File: config.mk
export PLATFORM = sky130hd
export DESIGN_NAME = bode_margin_crossing_finder_unit
export DESIGN_NICKNAME = d
export VERILOG_FILES = /design/src/hdl/bmcf_pkg.sv /design/src/hdl/bode_margin_crossing_finder_unit.sv /design/src/hdl/bmcf_front.sv /design/src/hdl/bmcf_queue.sv /design/src/hdl/bmcf_back.sv
export SDC_FILE = /design/constraint.sdc
export NUM_CORES = 2
export LEC_CHECK = 0
export ABC_AREA = 1
export BUFFER_PORTS_ARGS = -buffer_cell sky130_fd_sc_hd__buf_2
export CAP_MARGIN = 20
export CORE_MARGIN = 5
export CORE_UTILIZATION = 35
export DETAILED_ROUTE_END_ITERATION = 8
export HOLD_SLACK_MARGIN = 0.15
export PLACE_DENSITY = 0.56
export SYNTH_ARGS = -nofsm -noshare
export SYNTH_HDL_FRONTEND = slang
export SYNTH_SLANG_ARGS = --single-unit
File: constraint.sdc
create_clock -name clk -period 18.05 [get_ports clk]
set_input_delay 1.805 -clock clk [delete_from_list [all_inputs] [get_ports clk]]
set_output_delay 1.805 -clock clk [all_outputs]
set_load 0.005 [all_outputs]
File: src/hdl/bmcf_pkg.sv
`timescale 1ns / 1ps
// Shared constants and the job type of the Bode margin crossing finder.
package bmcf_pkg;

  localparam int FRAC_BITS = 16;
  localparam int T_W       = FRAC_BITS + 1;
  localparam int CNT_W     = $clog2(FRAC_BITS);

  localparam int FREQ_W  = 40;
  localparam int GAIN_W  = 32;
  localparam int PHASE_W = 26;
  localparam int MAG_W   = 33;

  localparam int QDEPTH = 2;
  localparam int QPTR_W = $clog2(QDEPTH);

  localparam int ONE_Q16 = 65536;

  localparam logic [T_W-1:0] T_ONE = T_W'(1) << FRAC_BITS;

  localparam logic signed [PHASE_W-1:0] PH_M181 = PHASE_W'(-181 * ONE_Q16);
  localparam logic signed [PHASE_W-1:0] PH_M180 = PHASE_W'(-180 * ONE_Q16);
  localparam logic signed [PHASE_W-1:0] PH_M179 = PHASE_W'(-179 * ONE_Q16);

  localparam logic signed [GAIN_W-1:0] PM_BASE  = GAIN_W'(180 * ONE_Q16);
  localparam logic signed [GAIN_W-1:0] GAIN_MAX = GAIN_W'(32'h7FFF_FFFF);

  typedef struct packed {
    logic [FREQ_W-1:0]         f0;
    logic [FREQ_W-1:0]         f1;
    logic signed [GAIN_W-1:0]  g0;
    logic signed [GAIN_W-1:0]  g1;
    logic signed [PHASE_W-1:0] p0;
    logic signed [PHASE_W-1:0] p1;
    logic                      do_gain;
    logic                      do_phase;
    logic                      last;
  } job_t;

endpackage

File: src/hdl/bode_margin_crossing_finder_unit.sv
`timescale 1ns / 1ps
// Top level of the Bode margin crossing finder.
//
//  channel  direction  handshake             payload
//  in_      input      in_valid / in_ready   freq_hz, gain_db, phase_deg, last_point
//  out_     output     out_valid / out_ready gain/phase crossing flags, freqs, margins
//
// A point is taken each cycle while the two-entry job queue has room.
// The back end takes a queued job while idle, then works each crossing through
// setup, a serial divide of one quotient bit a cycle, multiply and add; the divide
// is skipped when the fraction is 0 or 1, and a last point adds a step to load the result beat.
// Synchronous reset clears the sweep, the queue, the held margins and the result valid flag.
// Each side stalls on its own: the queue and the result register part them.
module bode_margin_crossing_finder_unit import bmcf_pkg::*; (
  input  logic                      clk,
  input  logic                      rst_n,
  input  logic                      in_valid,
  output logic                      in_ready,
  input  logic [FREQ_W-1:0]         in_freq_hz,
  input  logic signed [GAIN_W-1:0]  in_gain_db,
  input  logic signed [PHASE_W-1:0] in_phase_deg,
  input  logic                      in_last_point,
  output logic                      out_valid,
  input  logic                      out_ready,
  output logic                      out_gain_cross_found,
  output logic [FREQ_W-1:0]         out_gain_cross_freq,
  output logic signed [GAIN_W-1:0]  out_phase_margin,
  output logic                      out_phase_cross_found,
  output logic [FREQ_W-1:0]         out_phase_cross_freq,
  output logic signed [GAIN_W-1:0]  out_gain_margin
);

  logic push;
  logic q_full;
  logic q_valid;
  logic q_pop;
  job_t job_in;
  job_t job_out;

  bmcf_front u_front (
    .clk           (clk),
    .rst_n         (rst_n),
    .in_valid      (in_valid),
    .in_ready      (in_ready),
    .in_freq_hz    (in_freq_hz),
    .in_gain_db    (in_gain_db),
    .in_phase_deg  (in_phase_deg),
    .in_last_point (in_last_point),
    .q_full        (q_full),
    .push          (push),
    .job           (job_in)
  );

  bmcf_queue u_queue (
    .clk     (clk),
    .rst_n   (rst_n),
    .push    (push),
    .job_in  (job_in),
    .full    (q_full),
    .pop     (q_pop),
    .valid   (q_valid),
    .job_out (job_out)
  );

  bmcf_back u_back (
    .clk                   (clk),
    .rst_n                 (rst_n),
    .q_valid               (q_valid),
    .q_job                 (job_out),
    .q_pop                 (q_pop),
    .out_valid             (out_valid),
    .out_ready             (out_ready),
    .out_gain_cross_found  (out_gain_cross_found),
    .out_gain_cross_freq   (out_gain_cross_freq),
    .out_phase_margin      (out_phase_margin),
    .out_phase_cross_found (out_phase_cross_found),
    .out_phase_cross_freq  (out_phase_cross_freq),
    .out_gain_margin       (out_gain_margin)
  );

endmodule

File: src/hdl/bmcf_front.sv
`timescale 1ns / 1ps
// Front end: takes Bode points, keeps the previous one and flags crossings.
module bmcf_front import bmcf_pkg::*; (
  input  logic                      clk,
  input  logic                      rst_n,
  input  logic                      in_valid,
  output logic                      in_ready,
  input  logic [FREQ_W-1:0]         in_freq_hz,
  input  logic signed [GAIN_W-1:0]  in_gain_db,
  input  logic signed [PHASE_W-1:0] in_phase_deg,
  input  logic                      in_last_point,
  input  logic                      q_full,
  output logic                      push,
  output job_t                      job
);

  logic                      have_prev_r, have_prev_nxt;
  logic                      gain_done_r, gain_done_nxt;
  logic                      phase_done_r, phase_done_nxt;
  logic [FREQ_W-1:0]         prev_f_r;
  logic signed [GAIN_W-1:0]  prev_g_r;
  logic signed [PHASE_W-1:0] prev_p_r;
  logic                      fire;
  logic                      gain_x;
  logic                      phase_x;

  assign in_ready = !q_full;
  assign fire     = in_valid && in_ready;

  assign gain_x = have_prev_r && !gain_done_r &&
                  (prev_g_r[GAIN_W-1] != in_gain_db[GAIN_W-1]);
  assign phase_x = have_prev_r && !phase_done_r &&
                   (((prev_p_r > PH_M181) && (in_phase_deg <= PH_M180)) ||
                    ((prev_p_r < PH_M179) && (in_phase_deg >= PH_M180)));

  assign push = fire && (gain_x || phase_x || in_last_point);

  always_comb begin
    job.f0       = prev_f_r;
    job.f1       = in_freq_hz;
    job.g0       = prev_g_r;
    job.g1       = in_gain_db;
    job.p0       = prev_p_r;
    job.p1       = in_phase_deg;
    job.do_gain  = gain_x;
    job.do_phase = phase_x;
    job.last     = in_last_point;
  end

  always_comb begin
    have_prev_nxt  = have_prev_r;
    gain_done_nxt  = gain_done_r;
    phase_done_nxt = phase_done_r;
    if (fire) begin
      if (in_last_point) begin
        have_prev_nxt  = 1'b0;
        gain_done_nxt  = 1'b0;
        phase_done_nxt = 1'b0;
      end else begin
        have_prev_nxt  = 1'b1;
        gain_done_nxt  = gain_done_r || gain_x;
        phase_done_nxt = phase_done_r || phase_x;
      end
    end
  end

  always_ff @(posedge clk) begin
    if (!rst_n) begin
      have_prev_r  <= 1'b0;
      gain_done_r  <= 1'b0;
      phase_done_r <= 1'b0;
    end else begin
      have_prev_r  <= have_prev_nxt;
      gain_done_r  <= gain_done_nxt;
      phase_done_r <= phase_done_nxt;
    end
  end

  always_ff @(posedge clk) begin
    if (fire) begin
      prev_f_r <= in_freq_hz;
      prev_g_r <= in_gain_db;
      prev_p_r <= in_phase_deg;
    end
  end

  a_gain_done_has_prev: assert property (@(posedge clk) disable iff (!rst_n)
    gain_done_r |-> have_prev_r)
    else $error("gain crossing marked without a previous point");

  a_phase_done_has_prev: assert property (@(posedge clk) disable iff (!rst_n)
    phase_done_r |-> have_prev_r)
    else $error("phase crossing marked without a previous point");

endmodule

File: src/hdl/bmcf_queue.sv
`timescale 1ns / 1ps
// Short job queue between the front end and the interpolation back end.
module bmcf_queue import bmcf_pkg::*; (
  input  logic clk,
  input  logic rst_n,
  input  logic push,
  input  job_t job_in,
  output logic full,
  input  logic pop,
  output logic valid,
  output job_t job_out
);

  job_t              mem_r [QDEPTH];
  logic [QPTR_W-1:0] wr_ptr_r, wr_ptr_nxt;
  logic [QPTR_W-1:0] rd_ptr_r, rd_ptr_nxt;
  logic [QPTR_W:0]   cnt_r, cnt_nxt;

  assign full    = (cnt_r == (QPTR_W+1)'(QDEPTH));
  assign valid   = (cnt_r != '0);
  assign job_out = mem_r[rd_ptr_r];

  always_comb begin
    wr_ptr_nxt = wr_ptr_r;
    rd_ptr_nxt = rd_ptr_r;
    cnt_nxt    = cnt_r;
    if (push) begin
      wr_ptr_nxt = (wr_ptr_r == QPTR_W'(QDEPTH-1)) ? '0 : wr_ptr_r + 1'b1;
    end
    if (pop) begin
      rd_ptr_nxt = (rd_ptr_r == QPTR_W'(QDEPTH-1)) ? '0 : rd_ptr_r + 1'b1;
    end
    if (push && !pop) begin
      cnt_nxt = cnt_r + 1'b1;
    end else if (pop && !push) begin
      cnt_nxt = cnt_r - 1'b1;
    end
  end

  always_ff @(posedge clk) begin
    if (!rst_n) begin
      wr_ptr_r <= '0;
      rd_ptr_r <= '0;
      cnt_r    <= '0;
    end else begin
      wr_ptr_r <= wr_ptr_nxt;
      rd_ptr_r <= rd_ptr_nxt;
      cnt_r    <= cnt_nxt;
    end
  end

  always_ff @(posedge clk) begin
    if (push) begin
      mem_r[wr_ptr_r] <= job_in;
    end
  end

  a_no_overflow: assert property (@(posedge clk) disable iff (!rst_n)
    push |-> !full)
    else $error("job pushed into a full queue");

endmodule

File: src/hdl/bmcf_back.sv
`timescale 1ns / 1ps
// Back end: serial fraction divide, interpolation and result beat.
module bmcf_back import bmcf_pkg::*; (
  input  logic                     clk,
  input  logic                     rst_n,
  input  logic                     q_valid,
  input  job_t                     q_job,
  output logic                     q_pop,
  output logic                     out_valid,
  input  logic                     out_ready,
  output logic                     out_gain_cross_found,
  output logic [FREQ_W-1:0]        out_gain_cross_freq,
  output logic signed [GAIN_W-1:0] out_phase_margin,
  output logic                     out_phase_cross_found,
  output logic [FREQ_W-1:0]        out_phase_cross_freq,
  output logic signed [GAIN_W-1:0] out_gain_margin
);

  localparam logic [2:0] S_IDLE  = 3'd0;
  localparam logic [2:0] S_SETUP = 3'd1;
  localparam logic [2:0] S_DIV   = 3'd2;
  localparam logic [2:0] S_MUL   = 3'd3;
  localparam logic [2:0] S_ADD   = 3'd4;
  localparam logic [2:0] S_EMIT  = 3'd5;

  localparam logic SEL_GAIN  = 1'b0;
  localparam logic SEL_PHASE = 1'b1;

  localparam int SW = MAG_W + 1;

  logic [2:0]               state_r, state_nxt;
  logic                     sel_r, sel_nxt;
  job_t                     job_r, job_nxt;
  logic [T_W-1:0]           t_r, t_nxt;
  logic [MAG_W-1:0]         rem_r, rem_nxt;
  logic [MAG_W-1:0]         den_r, den_nxt;
  logic [CNT_W-1:0]         cnt_r, cnt_nxt;
  logic [FREQ_W-1:0]        fd_mag_r, fd_mag_nxt;
  logic                     fd_neg_r, fd_neg_nxt;
  logic [MAG_W-1:0]         vd_mag_r, vd_mag_nxt;
  logic                     vd_neg_r, vd_neg_nxt;
  logic [FREQ_W-1:0]        pf_r, pf_nxt;
  logic [MAG_W-1:0]         pv_r, pv_nxt;

  logic                     gfound_r, gfound_nxt;
  logic                     pfound_r, pfound_nxt;
  logic [FREQ_W-1:0]        h_gfreq_r, h_gfreq_nxt;
  logic signed [GAIN_W-1:0] h_pm_r, h_pm_nxt;
  logic [FREQ_W-1:0]        h_pfreq_r, h_pfreq_nxt;
  logic signed [GAIN_W-1:0] h_gm_r, h_gm_nxt;

  logic                     ov_r, ov_nxt;
  logic                     o_gf_r, o_gf_nxt;
  logic [FREQ_W-1:0]        o_gfreq_r, o_gfreq_nxt;
  logic signed [GAIN_W-1:0] o_pm_r, o_pm_nxt;
  logic                     o_pf_r, o_pf_nxt;
  logic [FREQ_W-1:0]        o_pfreq_r, o_pfreq_nxt;
  logic signed [GAIN_W-1:0] o_gm_r, o_gm_nxt;

  logic signed [SW-1:0]     g0_s, g1_s, p0_s, p1_s;
  logic signed [SW-1:0]     num_s, den_s, vd_s, val_a, val_res, val_neg;
  logic signed [FREQ_W:0]   fd_s;
  logic [MAG_W-1:0]         num_mag, den_mag;
  logic                     t_zero;
  logic [MAG_W:0]           rem2;
  logic                     ge;
  logic [FREQ_W+T_W-1:0]    pf_full;
  logic [MAG_W+T_W-1:0]     pv_full;
  logic [FREQ_W-1:0]        freq_res;

  assign g0_s = {{(SW-GAIN_W){job_r.g0[GAIN_W-1]}}, job_r.g0};
  assign g1_s = {{(SW-GAIN_W){job_r.g1[GAIN_W-1]}}, job_r.g1};
  assign p0_s = {{(SW-PHASE_W){job_r.p0[PHASE_W-1]}}, job_r.p0};
  assign p1_s = {{(SW-PHASE_W){job_r.p1[PHASE_W-1]}}, job_r.p1};

  always_comb begin
    if (sel_r == SEL_GAIN) begin
      num_s  = g0_s;
      den_s  = g0_s - g1_s;
      vd_s   = p1_s - p0_s;
      t_zero = (den_s == '0);
    end else begin
      num_s  = {{(SW-PHASE_W){PH_M180[PHASE_W-1]}}, PH_M180} - p0_s;
      den_s  = p1_s - p0_s;
      vd_s   = g1_s - g0_s;
      t_zero = (den_s == '0) || (num_s == '0) || (num_s[SW-1] != den_s[SW-1]);
    end
  end

  assign num_mag = num_s[SW-1] ? MAG_W'(-num_s) : MAG_W'(num_s);
  assign den_mag = den_s[SW-1] ? MAG_W'(-den_s) : MAG_W'(den_s);
  assign fd_s    = $signed({1'b0, job_r.f1}) - $signed({1'b0, job_r.f0});

  assign rem2 = {rem_r, 1'b0};
  assign ge   = (rem2 >= {1'b0, den_r});

  assign pf_full = fd_mag_r * t_r;
  assign pv_full = vd_mag_r * t_r;

  assign freq_res = fd_neg_r ? (job_r.f0 - pf_r) : (job_r.f0 + pf_r);
  assign val_a    = (sel_r == SEL_GAIN) ? p0_s : g0_s;
  assign val_res  = vd_neg_r ? (val_a - $signed({1'b0, pv_r}))
                             : (val_a + $signed({1'b0, pv_r}));
  assign val_neg  = -val_res;

  assign q_pop = (state_r == S_IDLE) && q_valid;

  always_comb begin
    state_nxt   = state_r;
    sel_nxt     = sel_r;
    job_nxt     = job_r;
    t_nxt       = t_r;
    rem_nxt     = rem_r;
    den_nxt     = den_r;
    cnt_nxt     = cnt_r;
    fd_mag_nxt  = fd_mag_r;
    fd_neg_nxt  = fd_neg_r;
    vd_mag_nxt  = vd_mag_r;
    vd_neg_nxt  = vd_neg_r;
    pf_nxt      = pf_r;
    pv_nxt      = pv_r;
    gfound_nxt  = gfound_r;
    pfound_nxt  = pfound_r;
    h_gfreq_nxt = h_gfreq_r;
    h_pm_nxt    = h_pm_r;
    h_pfreq_nxt = h_pfreq_r;
    h_gm_nxt    = h_gm_r;
    ov_nxt      = ov_r && !out_ready;
    o_gf_nxt    = o_gf_r;
    o_gfreq_nxt = o_gfreq_r;
    o_pm_nxt    = o_pm_r;
    o_pf_nxt    = o_pf_r;
    o_pfreq_nxt = o_pfreq_r;
    o_gm_nxt    = o_gm_r;

    unique case (state_r)
      S_IDLE: begin
        if (q_valid) begin
          job_nxt   = q_job;
          sel_nxt   = q_job.do_gain ? SEL_GAIN : SEL_PHASE;
          state_nxt = (q_job.do_gain || q_job.do_phase) ? S_SETUP : S_EMIT;
        end
      end
      S_SETUP: begin
        fd_neg_nxt = fd_s[FREQ_W];
        fd_mag_nxt = fd_s[FREQ_W] ? FREQ_W'(-fd_s) : FREQ_W'(fd_s);
        vd_neg_nxt = vd_s[SW-1];
        vd_mag_nxt = vd_s[SW-1] ? MAG_W'(-vd_s) : MAG_W'(vd_s);
        den_nxt    = den_mag;
        rem_nxt    = num_mag;
        cnt_nxt    = '0;
        if (t_zero) begin
          t_nxt     = '0;
          state_nxt = S_MUL;
        end else if (num_mag >= den_mag) begin
          t_nxt     = T_ONE;
          state_nxt = S_MUL;
        end else begin
          t_nxt     = '0;
          state_nxt = S_DIV;
        end
      end
      S_DIV: begin
        rem_nxt = ge ? MAG_W'(rem2 - {1'b0, den_r}) : MAG_W'(rem2);
        t_nxt   = {t_r[T_W-2:0], ge};
        cnt_nxt = cnt_r + 1'b1;
        if (cnt_r == CNT_W'(FRAC_BITS-1)) begin
          state_nxt = S_MUL;
        end
      end
      S_MUL: begin
        pf_nxt    = pf_full[FRAC_BITS +: FREQ_W];
        pv_nxt    = pv_full[FRAC_BITS +: MAG_W];
        state_nxt = S_ADD;
      end
      S_ADD: begin
        if (sel_r == SEL_GAIN) begin
          gfound_nxt  = 1'b1;
          h_gfreq_nxt = freq_res;
          h_pm_nxt    = PM_BASE + GAIN_W'(val_res);
        end else begin
          pfound_nxt  = 1'b1;
          h_pfreq_nxt = freq_res;
          h_gm_nxt    = (val_neg > SW'(GAIN_MAX)) ? GAIN_MAX : GAIN_W'(val_neg);
        end
        if ((sel_r == SEL_GAIN) && job_r.do_phase) begin
          sel_nxt   = SEL_PHASE;
          state_nxt = S_SETUP;
        end else if (job_r.last) begin
          state_nxt = S_EMIT;
        end else begin
          state_nxt = S_IDLE;
        end
      end
      S_EMIT: begin
        if (!ov_r || out_ready) begin
          ov_nxt      = 1'b1;
          o_gf_nxt    = gfound_r;
          o_gfreq_nxt = h_gfreq_r;
          o_pm_nxt    = h_pm_r;
          o_pf_nxt    = pfound_r;
          o_pfreq_nxt = h_pfreq_r;
          o_gm_nxt    = h_gm_r;
          gfound_nxt  = 1'b0;
          pfound_nxt  = 1'b0;
          h_gfreq_nxt = '0;
          h_pm_nxt    = '0;
          h_pfreq_nxt = '0;
          h_gm_nxt    = '0;
          state_nxt   = S_IDLE;
        end
      end
      default: begin
        state_nxt = S_IDLE;
      end
    endcase
  end

  always_ff @(posedge clk) begin
    if (!rst_n) begin
      state_r   <= S_IDLE;
      ov_r      <= 1'b0;
      gfound_r  <= 1'b0;
      pfound_r  <= 1'b0;
      h_gfreq_r <= '0;
      h_pm_r    <= '0;
      h_pfreq_r <= '0;
      h_gm_r    <= '0;
    end else begin
      state_r   <= state_nxt;
      ov_r      <= ov_nxt;
      gfound_r  <= gfound_nxt;
      pfound_r  <= pfound_nxt;
      h_gfreq_r <= h_gfreq_nxt;
      h_pm_r    <= h_pm_nxt;
      h_pfreq_r <= h_pfreq_nxt;
      h_gm_r    <= h_gm_nxt;
    end
  end

  always_ff @(posedge clk) begin
    sel_r     <= sel_nxt;
    job_r     <= job_nxt;
    t_r       <= t_nxt;
    rem_r     <= rem_nxt;
    den_r     <= den_nxt;
    cnt_r     <= cnt_nxt;
    fd_mag_r  <= fd_mag_nxt;
    fd_neg_r  <= fd_neg_nxt;
    vd_mag_r  <= vd_mag_nxt;
    vd_neg_r  <= vd_neg_nxt;
    pf_r      <= pf_nxt;
    pv_r      <= pv_nxt;
    o_gf_r    <= o_gf_nxt;
    o_gfreq_r <= o_gfreq_nxt;
    o_pm_r    <= o_pm_nxt;
    o_pf_r    <= o_pf_nxt;
    o_pfreq_r <= o_pfreq_nxt;
    o_gm_r    <= o_gm_nxt;
  end

  assign out_valid             = ov_r;
  assign out_gain_cross_found  = o_gf_r;
  assign out_gain_cross_freq   = o_gfreq_r;
  assign out_phase_margin      = o_pm_r;
  assign out_phase_cross_found = o_pf_r;
  assign out_phase_cross_freq  = o_pfreq_r;
  assign out_gain_margin       = o_gm_r;

  a_rem_below_den: assert property (@(posedge clk) disable iff (!rst_n)
    (state_r == S_DIV) |-> (rem_r < den_r))
    else $error("division remainder not below divisor");

  a_t_in_range: assert property (@(posedge clk) disable iff (!rst_n)
    (state_r == S_MUL) |-> (t_r <= T_ONE))
    else $error("interpolation fraction above one");

endmodule

# Word level (Yosys, flattened, before mapping)
# Memories as Yosys holds them, arrays and structs flattened. A register that Yosys moved wholly into a read port is not among the register bits.
# Index checks and enable logic that the tools add are counted.
[totals] rom_bits=0 mem_count=1 latch_bits=0 ramBits=398 output_inout_bits=148 reg_bits=835
[classes] n_eq_ne=15 div_mod_pow=0 n_mul=2 n_reduce_logical=44 add_sub_neg=21 bitwise_logic=1 shifts=0 n_mux=59 magnitude_cmp=7
[memory_table] name="u_queue.mem_r" depth=2 word_bits=199 read_ports=1 rd_clocked_by_memory_dff=1 wr=1 line_no="bmcf_queue.sv:14" source="job_t mem_r [QDEPTH];"
[op_table] cell="two-way mux 40 bit" count=5
[op_table] cell="two-way mux 34 bit" count=5
[op_table] cell="one-hot mux 40 bit (2 select lines)" count=2
[op_table] cell="two-way mux 33 bit" count=4
[op_table] cell="two-way mux 32 bit" count=4
[op_table] cell="one-hot mux 32 bit (2 select lines)" count=2
[op_table] cell="zero test 34 bit" count=3
[op_table] cell="negation 33 bit" count=3
[op_table] cell="one-hot mux 33 bit (2 select lines)" count=1
[op_table] cell="subtractor 32 x 32 -> 33 bit" count=2
[op_table] cell="multiplier 40 x 17 -> 56 bit" count=1
[op_table] cell="multiplier 33 x 17 -> 49 bit" count=1
[op_table] cell="subtractor 40 x 40 -> 41 bit" count=1
[op_table] cell="adder 40 bit" count=1
[op_table] cell="negation 40 bit" count=1
[op_table] cell="subtractor 40 bit" count=1
[op_table] cell="adder 34 bit" count=1
[op_table] cell="greater-or-equal comparator 34 x 33 -> 1 bit" count=1
[op_table] cell="greater-than comparator 34 x 32 -> 1 bit, second input constant" count=1
[op_table] cell="two-way mux 17 bit" count=2
[op_table] cell="negation 34 bit" count=1
[op_table] cell="one-hot mux 17 bit (2 select lines)" count=1
[op_table] cell="subtractor 34 bit" count=1
[op_table] cell="greater-or-equal comparator 33 bit" count=1
[op_table] cell="34 further kinds" count=103

# Depth between registers and ports, before layout
[depth] word_depth=11 depth_mapped=39 ltp_nobuf=39

# Modules after synthesis
# A second synthesis with hierarchy kept.
[hier_totals] cells_unflattened=12570 area_unflattened_um2=107639.5
[modules_own_cells] module="bmcf_back" cells_per_inst=11619 instances=1 area_per_inst_um2=88471.1 seq_area_each_um2=20419.6
[modules_own_cells] module="bmcf_queue" cells_per_inst=654 instances=1 area_per_inst_um2=14993.1 seq_area_each_um2=12051.6
[modules_own_cells] module="bmcf_front" cells_per_inst=297 instances=1 area_per_inst_um2=4175.3 seq_area_each_um2=3002.9

# Worst setup path after synthesis
# OpenSTA, ideal clock, no wires.
[synth_path] kind="input to register" from="input port in_valid" to="memory u_queue.mem_r[1][0] in the netlist's numbering (enable)" setup_time_ns=0.763 cell_stages=4 arrival_ns=12.535 setup_slack_ns=4.752 cell_sequence="nand2_1 > inv_1 > nand2_1 > nor2_1"
[synth_between] elab_chain_len=4
[synth_lines] element="from (decl)" line_no="bode_margin_crossing_finder_unit.sv:17" source="input logic in_valid,"
[synth_lines] element="logical AND 1 bit" line_no="bmcf_front.sv:28" source="assign fire = in_valid && in_ready;"
[synth_lines] element="via u_front.fire" line_no="bmcf_front.sv:23" source="logic fire;"
[synth_lines] element="logical AND 1 bit" line_no="bmcf_front.sv:36" source="assign push = fire && (gain_x || phase_x || in_last_point);"
[synth_lines] element="two-way mux 1 bit" line_no="bmcf_queue.sv:53" source="if (push) begin"
[synth_lines] element="two-way mux 1 bit (implied by the code)" line_no="bmcf_queue.sv:54" source="mem_r[wr_ptr_r] <= job_in;"
[synth_lines] element="to (decl)" line_no="bmcf_queue.sv:14"
# The timed path passes the listed nets, and every way through them passes these cells.

# Worst setup path in the final report
[layout_path] from="register u_back.t_r[4]" to="register u_back.pf_r[35] (data pin)"
[layout_between] elab_chain_len=1
[layout_lines] element="from (decl)" line_no="bmcf_back.sv:34" source="logic [T_W-1:0] t_r, t_nxt;"
[layout_lines] element="from (signal assigned)" line_no="bmcf_back.sv:244" source="t_r <= t_nxt;"
[layout_lines] element="multiplier 40 x 17 -> 56 bit" line_no="bmcf_back.sv:97" source="assign pf_full = fd_mag_r * t_r;"
[layout_lines] element="via u_back.pf_full[51]" line_no="bmcf_back.sv:67" source="logic [FREQ_W+T_W-1:0] pf_full;"
[layout_lines] element="to (signal assigned)" line_no="bmcf_back.sv:252" source="pf_r <= pf_nxt;"
[layout_lines] element="to (decl)" line_no="bmcf_back.sv:42" source="logic [FREQ_W-1:0] pf_r, pf_nxt;"
# The timed path passes the listed nets, and every way through them passes these cells.
# A chain may end at the register's enable or synchronous reset.

==> results.yml <==
status:
  status: "completed"
worst_hold_path:
  worst_hold_path_type: "flip-flop to flip-flop"
final_layout:
  multi_input_comb_area_mm2: 0.0601
  final_layout_size_suffix_gt1_share_pct: 7.93
  fin_util_pct: 38.5
  final.fill_count: 30782
  final-seq-area_mm2: 0.0355
  final_cell_mix: "nand2_1 (3,233), inv_1 (2,450), edfxtp_1 (1,076)"
  design.final.nets: 14200
  layout.cells.most_common: "nand2_1"
  areaGrowthSynthToFinish_pct: 9.50
yosys:
  synth_nets: 14116
  synth_async_sr_flop_share_pct: 0
  avgSynthCellArea_um2: 8.56
  netlist_instances: 12455
  synth-edff-count: 1076
  postSynth.topFlopCell: "edfxtp_1"
  ys_types: 73
  ys_seq_area_share_pct: 33.3
  ys_ff_latch: 1234
  ys_top_cells_by_area: "edfxtp_1 (30%), fa_1 (19%), nand2_1 (11%), inv_1 (8.6%), ha_1 (6.2%)"
  synthDominantAreaCellType: "edfxtp_1"
  synth_warnings: 0
  netlist_area_mm2: 0.107
  netlist.area_leader.share_pct: 30.3
detailed_routing:
  drt_first_iter_violations: 6832
  average_wire_length_per_cell_after_detail_routing_um: 19.8
  num_vias: 82351
  drt_pass1_iterations: 8
  avgViaCountPerCell: 4.95
  routed_wirelength_um: 329000
  remaining_drcs: 0
  antenna_violating_nets_post_route: 0
clock_tree:
  tritoncts_buffer_count: 142
  cts_root_buf: "clkbuf_16"
  post_cts_resized: 0
  cts_htree_levels: 4
  ctsLongestPathBuffers: 4
  tritoncts: "done"
  ctsHoldBuffers: 0
  cts_setup_buffers: 0
  clkSinkCount: 1234
  clk_transition_reported_paths_ps: 50
  clock_latency_ps: 850
global_routing:
  grt_overflow_total: 0
  wire_length_of_the_first_global_routing_pass_um: 502000
  vias_in_the_first_global_route: 81030
  grt.total_usage_pct: 20.5
  maximum_number_of_pins_on_one_net_before_global_route_repair: 154
  antenna_found_initial: 14
floorplanning:
  die_height_um: 562
  die-area_mm2: 0.316
  floorplan.die.width_um: 562
  ios: 251
  core-area_mm2: 0.303
  std_cell_rows: 202
  start_util_pct: 35.2
sta:
  final_hold_viol_count: 0
  tightest_slew_ps: 1280
  unrepaired_setup_endpoints_after_global_routing: "no"
  timing.slew.headroom_pct: 13.5
  maxClockFrequency_mhz: 130
  clock_skew_ps: 92.2
  period_share_pct: 42.6
  finalMaxSlewViolations: 0
  timing.final.crit_period_ps: 7690
  total_negative_slack_for_setup_checks_ps: 0
  number_of_setup_violations_in_the_final_report: 0
setup_path:
  cp-start-kind: "flip-flop"
  path_class: "flip-flop to flip-flop"
  required_time_of_the_critical_path_ps: 18610
  cp-end-kind: "flip-flop"
  worst-endpoint-arrival_ps: 8250
  path_max_fanout: 54
placement:
  post_dp_hpwl_um: 255000
  routabilityCongestion: 0.960
  io_buffer_count: 250
flow_run:
  timing.max_cap.violations: 0
## logic make-up (layout without fill, tap and decap cells)
group / Yosys count / in the layout / share of synthesized area, %
other: 1 / 7 / 0.00352
muxes: 199 / 199 / 2.10
and+or+nand+nor: 4841 / 4841 / 18.6
DFF: 1234 / 1234 / 33.3
xor gates and xnor gates: 379 / 379 / 3.13
adders and majority gates: 1558 / 1558 / 25.6
AOI/OAI and AO/OA: 1334 / 1334 / 6.93
buffers and inverters: 2909 / 3102 / 10.4
## synthesized netlist by cell type (30+ instances only)
master,n
o21ai_0,438
fa_1,1034
xnor2_1,101
nor3_1,90
mux2_2,197
nand4_1,127
xor2_1,276
nor2_1,787
nor2_2,39
clkbuf_1,340
a31oi_1,59
nand2_2,55
nand3b_1,39
ha_1,524
inv_1,2453
o211ai_1,36
buf_1,35
dfxtp_1,158
edfxtp_1,1076
nand3_1,354
nand2_1,3236
nor4_1,32
a21oi_1,596
buf_2,43
o21ai_1,30
## flip-flops by register name, indices dropped and copies added, names as in the netlist, 17 cells and up, named ones only
name,cells
u_back.pv_r,33
u_back.g1_s,32
u_back.fd_mag_r,40
u_back.h_pm_r,32
u_queue.mem_r,398
u_back.pf_r,40
u_back.out_phase_cross_freq,40
u_back.job_r,134
u_back.g0_s,32
u_back.vd_mag_r,33
u_back.rem_r,33
u_back.out_gain_cross_freq,40
u_back.t_r,17
u_back.h_gm_r,32
u_front.prev_g_r,32
u_back.den_r,33
u_back.h_gfreq_r,40
u_front.prev_p_r,26
u_front.prev_f_r,40
u_back.out_phase_margin,32
u_back.h_pfreq_r,40
u_back.out_gain_margin,32
## routing by layer
metal,global-route usage [%],wire (µm)
met3,3.96,25800
met1,29.8,151000
met5,0,74
met4,4.77,8030
met2,31.7,143000
## metrics by stage
stage / setup slack [ps] / std cells / hold WS (ps) / cell area [µm²]
2_1_floorplan: 4750 / 12455 / 403 / 107000
3_3_place_gp: 10510 / 16367 / 404 / 112000
3_5_place_dp: 10430 / 16369 / 408 / 112000
4_1_cts: 10400 / 16622 / 372 / 117000
5_1_grt: 9970 / 16627 / 399 / 117000
6_report: 10360 / 16632 / 372 / 117000
## area by class of cell
| cell class | instances | area share, % |
|---|---|---|
| Inverter | 2477 | 7.97 |
| Timing Repair Buffer | 372 | 1.88 |
| Clock buffer | 174 | 3.21 |
| Antenna cell | 6 | 0.0129 |
| Sequential cell | 1234 | 30.4 |
| Multi-Input combinational cell | 8312 | 51.5 |
| Clock inverter | 79 | 0.759 |
| Tap cell | 3978 | 4.26 |
## critical path, stage by stage (launching register included)
cell	delay, ps
edfxtp_1	860
buf_4	810
nand2_1	160
fa_1	520
inv_1	60
fa_1	520
inv_1	60
fa_1	500
inv_1	50
fa_1	530
inv_1	50
fa_1	480
inv_1	50
fa_1	430
ha_1	350
nand2_1	100
nor2_1	110
inv_1	50
nor3_1	160
nand4_1	120
nand3_1	320
a21boi_0	240
o21ai_0	400
nand3_1	130
nand2_1	130
a21oi_1	90
xnor2_1	140
## worst paths after layout
path / start / cells after the start / end / slack (ps)
worst min register to register: u_front.prev_g_r[23] / 0 / u_queue.mem_r[1][110] / 370
worst max register to register: u_back.t_r[4] / 26 / u_back.pf_r[35] / 10360
worst max-delay path: u_back.t_r[4] / 26 / u_back.pf_r[35] / 10360
worst min-delay path: u_front.prev_g_r[23] / 0 / u_queue.mem_r[1][110] / 370
Power is not shown: default switching activity piles up to over one toggle a cycle in this logic, so the estimate is an artifact.
